$ cat src/rtl/tct_pkg.sv
`default_nettype none
package tct_pkg;

  localparam logic [1:0] CMD_TOUCH = 2'd0;
  localparam logic [1:0] CMD_FRAME = 2'd1;
  localparam logic [1:0] CMD_QUERY = 2'd2;

  localparam logic [1:0] ST_OK   = 2'd0;
  localparam logic [1:0] ST_FULL = 2'd1;
  localparam logic [1:0] ST_MISS = 2'd2;

  // one table slot, also the payload of a result beat
  typedef struct packed {
    logic [31:0]        id;
    logic [15:0]        order;
    logic signed [23:0] x;
    logic signed [23:0] y;
    logic signed [23:0] px;
    logic signed [23:0] py;
    logic               pressed;
    logic               released;
  } entry_t;

  typedef struct packed {
    logic [1:0]         command;
    logic [31:0]        contact_id;
    logic signed [23:0] pos_x;
    logic signed [23:0] pos_y;
    logic               flag_down;
    logic               flag_up;
    logic               flag_move;
    logic [15:0]        query_order;
  } in_item_t;

  typedef struct packed {
    logic [1:0] status;
    entry_t     ent;
  } result_t;

endpackage
`default_nettype wire

$ cat src/rtl/touch_contact_table_top.sv
// channel | direction | handshake           | payload
// in      | input     | in_valid/in_ready   | command, contact_id, pos, flags, query_order
// out     | output    | out_valid/out_ready | status, entry_id, cur/last pos, flags, order
//
// One item at a time. Touch, query and frame sweep the slots in use, reading one slot
// per cycle, since the table memory has one read port.
// Reset clears the slot count, order counter and sequencer; slot memory is not cleared.
// A result waiting in the output register does not block the next item.
`default_nettype none
module touch_contact_table_top import tct_pkg::*; #(
  parameter int MAX_CONTACTS = 16
) (
  input  wire logic               clk,
  input  wire logic               rst_n,
  input  wire logic               in_valid,
  output logic                    in_ready,
  input  wire logic [1:0]         in_command,
  input  wire logic [31:0]        in_contact_id,
  input  wire logic signed [23:0] in_pos_x,
  input  wire logic signed [23:0] in_pos_y,
  input  wire logic               in_flag_down,
  input  wire logic               in_flag_up,
  input  wire logic               in_flag_move,
  input  wire logic [15:0]        in_query_order,
  output logic                    out_valid,
  input  wire logic               out_ready,
  output logic [1:0]              out_status,
  output logic [31:0]             out_entry_id,
  output logic signed [23:0]      out_cur_x,
  output logic signed [23:0]      out_cur_y,
  output logic signed [23:0]      out_last_x,
  output logic signed [23:0]      out_last_y,
  output logic                    out_is_pressed,
  output logic                    out_is_released,
  output logic [15:0]             out_arrival_order
);

  localparam int AW = $clog2(MAX_CONTACTS);

  in_item_t      in_item;
  logic          res_valid;
  logic          res_ready;
  result_t       res;
  logic          mem_we;
  logic [AW-1:0] mem_waddr;
  entry_t        mem_wdata;
  logic [AW-1:0] mem_raddr;
  entry_t        mem_rdata;
  logic          out_valid_r;
  result_t       out_r;

  assign in_item = '{command: in_command, contact_id: in_contact_id,
                     pos_x: in_pos_x, pos_y: in_pos_y, flag_down: in_flag_down,
                     flag_up: in_flag_up, flag_move: in_flag_move,
                     query_order: in_query_order};

  tct_seq #(
    .MAX_CONTACTS(MAX_CONTACTS),
    .AW          (AW)
  ) u_seq (
    .clk      (clk),
    .rst_n    (rst_n),
    .in_valid (in_valid),
    .in_ready (in_ready),
    .in_item  (in_item),
    .res_valid(res_valid),
    .res_ready(res_ready),
    .res      (res),
    .mem_we   (mem_we),
    .mem_waddr(mem_waddr),
    .mem_wdata(mem_wdata),
    .mem_raddr(mem_raddr),
    .mem_rdata(mem_rdata)
  );

  tct_mem #(
    .DEPTH(MAX_CONTACTS),
    .AW   (AW)
  ) u_mem (
    .clk  (clk),
    .we   (mem_we),
    .waddr(mem_waddr),
    .wdata(mem_wdata),
    .raddr(mem_raddr),
    .rdata(mem_rdata)
  );

  // output register: takes a new beat when empty or being drained
  assign res_ready = !out_valid_r || out_ready;

  always_ff @(posedge clk) begin
    if (!rst_n) begin
      out_valid_r <= 1'b0;
    end else if (res_ready) begin
      out_valid_r <= res_valid;
      if (res_valid) begin
        out_r <= res;
      end
    end
  end

  assign out_valid         = out_valid_r;
  assign out_status        = out_r.status;
  assign out_entry_id      = out_r.ent.id;
  assign out_cur_x         = out_r.ent.x;
  assign out_cur_y         = out_r.ent.y;
  assign out_last_x        = out_r.ent.px;
  assign out_last_y        = out_r.ent.py;
  assign out_is_pressed    = out_r.ent.pressed;
  assign out_is_released   = out_r.ent.released;
  assign out_arrival_order = out_r.ent.order;

  a_no_overlap: assert property (@(posedge clk) disable iff (!rst_n)
    res_valid |-> !in_ready)
    else $error("sequencer ready while holding a result");

  a_res_lands: assert property (@(posedge clk) disable iff (!rst_n)
    res_valid && res_ready |=> out_valid)
    else $error("result beat lost at output register");

  a_full_empty: assert property (@(posedge clk) disable iff (!rst_n)
    out_valid && out_status == ST_FULL |->
      !out_is_pressed && !out_is_released && out_arrival_order == 16'd0)
    else $error("dropped event carries entry data");

  a_miss_empty: assert property (@(posedge clk) disable iff (!rst_n)
    out_valid && out_status == ST_MISS |-> out_entry_id == 32'd0)
    else $error("query miss carries entry data");

endmodule
`default_nettype wire

$ cat src/rtl/tct_mem.sv
`default_nettype none
module tct_mem import tct_pkg::*; #(
  parameter int DEPTH = 16,
  parameter int AW    = 4
) (
  input  wire logic          clk,
  input  wire logic          we,
  input  wire logic [AW-1:0] waddr,
  input  wire entry_t        wdata,
  input  wire logic [AW-1:0] raddr,
  output entry_t             rdata
);

  entry_t mem [DEPTH];

  always_ff @(posedge clk) begin
    if (we) begin
      mem[waddr] <= wdata;
    end
  end

  always_ff @(posedge clk) begin
    rdata <= mem[raddr];
  end

endmodule
`default_nettype wire

$ cat src/rtl/tct_seq.sv
`default_nettype none
module tct_seq import tct_pkg::*; #(
  parameter int MAX_CONTACTS = 16,
  parameter int AW           = 4
) (
  input  wire logic          clk,
  input  wire logic          rst_n,
  input  wire logic          in_valid,
  output logic               in_ready,
  input  wire in_item_t      in_item,
  output logic               res_valid,
  input  wire logic          res_ready,
  output result_t            res,
  output logic               mem_we,
  output logic [AW-1:0]      mem_waddr,
  output entry_t             mem_wdata,
  output logic [AW-1:0]      mem_raddr,
  input  wire entry_t        mem_rdata
);

  localparam int CW = $clog2(MAX_CONTACTS + 1);

  typedef enum logic [1:0] {S_IDLE, S_SCAN, S_FRAME, S_RESULT} state_t;

  state_t        state_r;
  in_item_t      item_r;
  logic [CW-1:0] ra_r;      // next slot to read
  logic          dv_r;      // mem_rdata holds a valid slot (slot da_r in a scan)
  logic [AW-1:0] da_r;
  logic [CW-1:0] w_r;       // compaction write pointer
  logic [CW-1:0] n_r;       // slots in use, packed from 0
  logic [15:0]   cnt_r;     // arrival order counter
  logic [1:0]    status_r;
  entry_t        ent_r;
  logic          wr_pend_r;
  logic [AW-1:0] wr_idx_r;

  logic   issue;
  logic   match;
  logic   hit;
  logic   scan_end;
  entry_t tent;
  entry_t full_ent;
  entry_t frame_ent;

  assign issue     = (ra_r < n_r);
  assign match     = (item_r.command == CMD_TOUCH) ?
                     (mem_rdata.id == item_r.contact_id) :
                     (mem_rdata.order == item_r.query_order);
  assign hit       = dv_r && match;
  assign scan_end  = !dv_r && (ra_r == n_r);
  assign in_ready  = (state_r == S_IDLE);
  assign res_valid = (state_r == S_RESULT);
  assign res       = '{status: status_r, ent: ent_r};
  assign mem_raddr = ra_r[AW-1:0];

  // touched entry: matched slot or a fresh one, then down, up, move
  always_comb begin
    if (hit) begin
      tent = mem_rdata;
    end else begin
      tent       = '0;
      tent.id    = item_r.contact_id;
      tent.order = cnt_r;
    end
    if (item_r.flag_down) begin
      tent.x       = item_r.pos_x;
      tent.y       = item_r.pos_y;
      tent.px      = item_r.pos_x;
      tent.py      = item_r.pos_y;
      tent.pressed = 1'b1;
    end
    if (item_r.flag_up) begin
      tent.released = 1'b1;
    end
    if (item_r.flag_move) begin
      tent.x = item_r.pos_x;
      tent.y = item_r.pos_y;
    end
    full_ent    = '0;
    full_ent.id = item_r.contact_id;
    frame_ent         = mem_rdata;
    frame_ent.px      = mem_rdata.x;
    frame_ent.py      = mem_rdata.y;
    frame_ent.pressed = 1'b0;
  end

  always_comb begin
    mem_we    = 1'b0;
    mem_waddr = wr_idx_r;
    mem_wdata = ent_r;
    if (state_r == S_FRAME) begin
      mem_we    = dv_r && !mem_rdata.released;
      mem_waddr = w_r[AW-1:0];
      mem_wdata = frame_ent;
    end else if (state_r == S_RESULT) begin
      mem_we = wr_pend_r;
    end
  end

  always_ff @(posedge clk) begin
    if (!rst_n) begin
      state_r   <= S_IDLE;
      n_r       <= '0;
      cnt_r     <= '0;
      wr_pend_r <= 1'b0;
      dv_r      <= 1'b0;
      ra_r      <= '0;
      w_r       <= '0;
    end else begin
      case (state_r)
        S_IDLE: begin
          if (in_valid) begin
            item_r <= in_item;
            ra_r   <= '0;
            dv_r   <= 1'b0;
            w_r    <= '0;
            case (in_item.command)
              CMD_TOUCH, CMD_QUERY: begin
                state_r <= S_SCAN;
              end
              CMD_FRAME: begin
                if (n_r == '0) begin
                  cnt_r <= '0;
                end
                state_r <= S_FRAME;
              end
              default: begin
                status_r  <= ST_OK;
                ent_r     <= '0;
                wr_pend_r <= 1'b0;
                state_r   <= S_RESULT;
              end
            endcase
          end
        end
        S_SCAN: begin
          ra_r <= issue ? ra_r + CW'(1) : ra_r;
          dv_r <= issue;
          da_r <= ra_r[AW-1:0];
          if (hit || scan_end) begin
            state_r <= S_RESULT;
            if (item_r.command == CMD_QUERY) begin
              status_r  <= hit ? ST_OK : ST_MISS;
              ent_r     <= hit ? mem_rdata : entry_t'('0);
              wr_pend_r <= 1'b0;
            end else if (!hit && n_r == CW'(MAX_CONTACTS)) begin
              status_r  <= ST_FULL;
              ent_r     <= full_ent;
              wr_pend_r <= 1'b0;
            end else begin
              status_r  <= ST_OK;
              ent_r     <= tent;
              wr_pend_r <= 1'b1;
              wr_idx_r  <= hit ? da_r : n_r[AW-1:0];
              if (!hit) begin
                n_r <= n_r + CW'(1);
                if (cnt_r != 16'hFFFF) begin
                  cnt_r <= cnt_r + 16'd1;
                end
              end
            end
          end
        end
        S_FRAME: begin
          ra_r <= issue ? ra_r + CW'(1) : ra_r;
          dv_r <= issue;
          if (dv_r && !mem_rdata.released) begin
            w_r <= w_r + CW'(1);
          end
          if (scan_end) begin
            n_r       <= w_r;
            status_r  <= ST_OK;
            ent_r     <= '0;
            wr_pend_r <= 1'b0;
            state_r   <= S_RESULT;
          end
        end
        S_RESULT: begin
          wr_pend_r <= 1'b0;  // write-back lands in the first result cycle
          if (res_ready) begin
            state_r <= S_IDLE;
          end
        end
        default: begin
          state_r <= S_IDLE;
        end
      endcase
    end
  end

endmodule
`default_nettype wire

$ cat config.mk
export PLATFORM = sky130hd
export DESIGN_NAME = touch_contact_table_top
export DESIGN_NICKNAME = d
export VERILOG_FILES = /design/src/rtl/tct_pkg.sv /design/src/rtl/touch_contact_table_top.sv /design/src/rtl/tct_mem.sv /design/src/rtl/tct_seq.sv
export SDC_FILE = /design/constraint.sdc
export NUM_CORES = 2
export LEC_CHECK = 0
export ABC_CLOCK_PERIOD_IN_PS = 17250
export BUFFER_PORTS_ARGS = -buffer_cell sky130_fd_sc_hd__buf_2
export CELL_PAD_IN_SITES_DETAIL_PLACEMENT = 0
export CELL_PAD_IN_SITES_GLOBAL_PLACEMENT = 1
export CORE_MARGIN = 1.5
export CORE_UTILIZATION = 45
export DETAILED_ROUTE_END_ITERATION = 8
export PLACE_DENSITY = 0.75
export RECOVER_POWER = 100
export SLEW_MARGIN = 5
export SYNTH_ARGS = -nofsm -noshare
export SYNTH_HDL_FRONTEND = slang
export SYNTH_SLANG_ARGS = --single-unit
$ cat constraint.sdc
create_clock -name clk -period 17.25 [get_ports clk]
set_input_delay 3.45 -clock clk [delete_from_list [all_inputs] [get_ports clk]]
set_output_delay 3.45 -clock clk [all_outputs]
set_load 0.02 [all_outputs]
Word-level counts from Yosys, hierarchy flattened --
Memory sizes are Yosys's and may differ from the RTL's. A register that Yosys moved wholly into a read port is not among the register bits. Index checks and enable logic that the tools add are counted.
Operators by class: add/subtract/negate cells 4, multiply operators 0, divide/modulo/power cells 0, order comparisons 1, equality and inequality tests 24, shift operators 0, multiplexer cells 63, bitwise gates (word level) 2, reduce and logical (&&, ||, !) cells 34
Operators by type and width (count):
- two-way mux 146 bit | 9
- one-hot mux 146 bit (3 select lines) | 1
- two-way mux 16 bit | 8
- two-way mux 97 bit | 1
- two-way mux 48 bit | 1
- two-way mux 5 bit | 8
- == test 32 bit | 1
- one-hot mux 16 bit (2 select lines) | 1
- one-hot mux 5 bit (2 select lines) | 3
- two-way mux 2 bit | 10
- adder 16 x 1 -> 16 bit, second input constant | 1
- == test 16 bit | 1
- inequality test 16 bit, second input constant | 1
- adder 5 x 1 -> 5 bit, second input constant | 3
- two-way mux 1 bit | 14
- inequality test 2 x 1 -> 1 bit, second input constant | 7
- inequality test 2 bit, second input constant | 6
- AND reduction 3 bit | 4
- AND reduction 6 bit | 2
- AND reduction 9 bit | 1
- == test 2 bit, second input constant | 4
- two-way mux 4 bit | 2
- one-hot mux 2 bit (4 select lines) | 1
- AND reduction 4 bit | 2
- other kinds (20) | 36
Storage, ports and cells: register bits 441, latch bits 0, memory bits (writable) 2336, ROM bits 0, input bits 105, output and inout port bits 150, logic and storage cells 165, memories 1
Memories:
- u_mem.mem | words 16, width 146, read ports 1, clocked after Yosys merged registers in 1, write ports 1, line tct_mem.sv:14 | entry_t mem [DEPTH];

Depth between registers and ports, before layout --
word-level depth 10, gate-level depth with buffers 14, gate-level depth less buffers 9

By module --
A second synthesis with hierarchy kept.
Second synthesis, totals: cells, all modules 5249, area, all modules 109631.4 um2
By module, submodules not included:
- tct_mem | times used 1, cells an instance 3833, area each 90847.1 um2
- tct_seq | times used 1, cells an instance 1263, area each 14288.7 um2
- touch_contact_table_top | times used 1, cells an instance 153, area each 4495.6 um2

Worst setup path before layout --
Ideal clock, no wire load.
path type input -> register, from input port rst_n, to register out_r (netlist bit out_arrival_order[0]), enable pin, library setup time 657 ps, arrival 10194 ps, path slack 6399 ps, stages 4, path buffers 2, cells stage by stage clkbuf_1 -> clkbuf_1 -> nand2_1 -> nor2_1
On the way: cells in the longest elaborated chain, start to end 1
Ends and longest elaborated chain:
- from (decl) | line touch_contact_table_top.sv:14 | input wire logic rst_n,
- AND reduction 3 bit (no source line)
- to (signal assigned) | line touch_contact_table_top.sv:97 | out_r <= res;
- to (decl) | line touch_contact_table_top.sv:50 | result_t out_r;
Every way passes these cells. A chain may end at the register's enable or synchronous reset.

Final worst setup path --
from register u_seq.state_r[0], to memory u_mem.mem[12][2] (netlist bit), enable pin
On the way: cells in the longest elaborated chain, start to end 5, elaborated cells between the ends (all ways) 7, classes of those cells eq/ne (2); mux (5)
Ends and longest elaborated chain:
- from (decl) | line tct_seq.sv:25 | state_t state_r;
- from (signal assigned) | line tct_seq.sv:103 | state_r <= S_IDLE;
- from (signal assigned) | line tct_seq.sv:120 | state_r <= S_SCAN;
- from (signal assigned) | line tct_seq.sv:126 | state_r <= S_FRAME;
- == test 2 bit | line tct_seq.sv:96 | end else if (state_r == S_RESULT) begin
- two-way mux 1 bit | line tct_seq.sv:96
- two-way mux 1 bit | line tct_seq.sv:92 | if (state_r == S_FRAME) begin
- two-way mux 1 bit | line tct_mem.sv:17 | if (we) begin
- two-way mux 1 bit (implied by the code) | line tct_mem.sv:18 | mem[waddr] <= wdata;
- to (decl) | line tct_mem.sv:14
Parallel ways exist; a longest one is shown, timed or not.

==> impl_metrics.env <==
export IMPL_status="finished, violations left"
export IMPL_failed_checks="max-capacitance violations, max-slew violations"
export IMPL_clkTransAtPathRegs_ps=60
export IMPL_critPathLaunchType="flip-flop"
export IMPL_yosysTopAreaCell="edfxtp_1"
export IMPL_dr_pass1_iters=5
export IMPL_synthXorXnorAreaFrac=0.00386
export IMPL_drt_wl_total_um=254000
export IMPL_path_class="flip-flop to flip-flop"
export IMPL_synth_area_per_cell_sq_um=22.5
export IMPL_wl_per_cell_um=29.2
export IMPL_drv_slew=1998
export IMPL_worst_path_max_fanout=58
export IMPL_fillCellCount=18600
export IMPL_synthCells=4835
export IMPL_synth_flop_cell="edfxtp_1"
export IMPL_fp_row_count=180
export IMPL_finalCriticalPeriod_ps=10940
export IMPL_die_h_um=495
export IMPL_synth_area_top_cells="edfxtp_1 (76%), mux4_2 (15%), dfxtp_1 (3.3%)"
export IMPL_grtUsageTotal=0.207
export IMPL_drive_gt1_frac=0.227
export IMPL_initial_core_util=0.453
export IMPL_grt_max_degree=148
export IMPL_die_w_um=495
export IMPL_dp_hpwl_um=127000
export IMPL_io_pin_count=255
export IMPL_routabilityCongestion=0.776
export IMPL_yosys_area_share_adder=0.00161
export IMPL_hp_class="flip-flop to flip-flop"
export IMPL_via_per_inst=5.92
export IMPL_yosysSeqAreaShare=0.788
export IMPL_ys_warn_count=0
export IMPL_ys_ff_latch=2923
export IMPL_synth_top_area_share=0.755
export IMPL_cts_hold_buf=0
export IMPL_syn_nets=4954
export IMPL_die_area_sq_mm=0.245
export IMPL_setup_viol=0
export IMPL_muxShareOfSynthArea=0.156
export IMPL_synth_edff_count=2741
export IMPL_root_buffer="clkbuf_16"
export IMPL_cp_arrival_ps=11380
export IMPL_synth_top_family_by_area="multiplexers"
export IMPL_final_common_cell="edfxtp_1"
export IMPL_tns_ps=0
export IMPL_synth_distinct_cells=59
export IMPL_p_leak_nw=37.6
export IMPL_core_area_sq_mm=0.241
export IMPL_cap_viol_max_count=56
export IMPL_final_cell_mix="edfxtp_1 (2741), mux4_2 (730), clkbuf_1 (374)"
export IMPL_ctsResizeCount=0
export IMPL_areaGrowthSynthToFinish_pct=13.0
export IMPL_drt_iter0_drc=6298
export IMPL_antenna_found_initial=12
export IMPL_cts_inserted_buffers=295
export IMPL_hold_ws_ps=419
export IMPL_fmax_mhz=91.4
export IMPL_insertion_delay_ps=930
export IMPL_via_count=51500
export IMPL_grt_pass1_wl_um=364000
export IMPL_grt_ovfl_total=0
export IMPL_p_per_area_mw_per_mm2=150
export IMPL_post_cts_setup_buffer_count=0
export IMPL_cts_buffer_depth=4
export IMPL_final_period_utilization=0.634
export IMPL_io_buffers=254
export IMPL_fin_worst_skew_ps=48.4
export IMPL_ir_worst_vdd_uv=92.1
export IMPL_yosys_area_share_simple=0.0163
export IMPL_grt_pass1_vias=51600
export IMPL_syn_area_sq_mm=0.109
export IMPL_crit_required_ps=17690
export IMPL_synthArstFlopShare=0
export IMPL_antenna_left=0
export IMPL_end_kind="flip-flop"
export IMPL_htreeDepth=5
export IMPL_rsz0062_at_grt="no"
export IMPL_synth_compound_area_frac=0.0205
export IMPL_hold_viol_final=0
export IMPL_cts_sinks=2923
export IMPL_slew_headroom=-1.82
export IMPL_nets=5420
export IMPL_worstMarginPinSlew_ps=4220
export IMPL_drc=0
export IMPL_cts_tree="yes"
critical path: stages (launching register included):
cell,delay (ps)
dfxtp_1,340
inv_1,90
ha_1,1920
clkbuf_1,2140
a31oi_1,770
nor2_1,2700
clkbuf_1,2320
report_power, final:
part	internal (W)	switching [W]
Sequential	0.00904	0.000294
Combinational	0.00117	0.00190
Clock	0.00354	0.00255
worst paths after layout:
kind	start	to	slack, ps	cells past startpoint
setup / recovery	u_seq.state_r[0]	u_mem.mem[12][2]	6310	6
setup reg to reg	u_seq.state_r[0]	u_mem.mem[12][2]	6310	6
hold reg to reg	u_seq.status_r[0]	out_status[0]	420	0
hold / removal	u_seq.status_r[0]	out_status[0]	420	0
flip-flops by register name (all words and copies together), names as in the netlist, 2 cells and up:
register / flops
out_last_y: 24
out_entry_id: 32
u_seq.status_r: 2
u_mem.rdata: 146
u_seq.item_r: 69
u_seq.n_r: 5
u_seq.full_ent: 32
u_seq.da_r: 4
u_seq.cnt_r: 16
u_mem.mem: 2336
u_seq.w_r: 5
u_seq.res: 146
u_seq.ra_r: 5
out_cur_x: 24
u_seq.wr_idx_r: 4
out_last_x: 24
out_cur_y: 24
out_status: 2
u_seq.state_r: 2
out_arrival_order: 16
synth_stat cells, drive strengths merged (31+ instances only):
| master | number |
|---|---|
| o21ai | 122 |
| xor2 | 36 |
| mux2 | 50 |
| dfxtp | 182 |
| a22o | 97 |
| clkbuf | 169 |
| inv | 114 |
| mux4 | 730 |
| a21oi | 71 |
| nor2 | 31 |
| nand3 | 68 |
| edfxtp | 2741 |
| buf | 83 |
| nand2 | 145 |
kinds of logic (layout without fill, tap and decap cells):
| group | after synthesis | after routing |
|---|---|---|
| adders and majority gates | 14 | 14 |
| AOI/OAI and AO/OA | 344 | 344 |
| buffers and inverters | 366 | 1039 |
| other | 0 | 5 |
| DFF | 2923 | 2923 |
| xor gates and xnor gates | 48 | 48 |
| muxes | 782 | 782 |
| and+or+nand+nor | 358 | 358 |
routing by layer:
layer | vias to the layer above | track usage | share of wire
met2 | 2491 | 0.320 | 0.47
met4 | 2 | 0.0483 | 0.019
met5 | - | 0 | 0.000055
met3 | 349 | 0.0427 | 0.091
met1 | 27500 | 0.303 | 0.42
li1 | 21100 | - | -
metrics by stage:
stage,power (W),utilization,area [sq um],instances,setup slack [ps]
detailed placement,0.0126,0.477,115000,8189,10360
global route,0.0192,0.511,123000,8694,5640
global placement,0.0125,0.477,115000,8189,10390
CTS,0.0187,0.515,124000,8693,11150
floorplan,0.0115,-,109000,4835,6400
finish,0.0185,0.511,123000,8698,6310
final cells by class:
cell class / count / area [sq um] / share of cell area
Clock inverter: 110 / 1010 / 0.00823
Tap cell: 3185 / 3990 / 0.0324
Timing Repair Buffer: 421 / 2050 / 0.0167
Inverter: 114 / 428 / 0.00348
Antenna cell: 5 / 12.5 / 0.000102
Sequential cell: 2923 / 86000 / 0.698
Multi-Input combinational cell: 1546 / 21700 / 0.176
Clock buffer: 394 / 8030 / 0.0652
No activity file was read; power rests on OpenSTA's default activity.
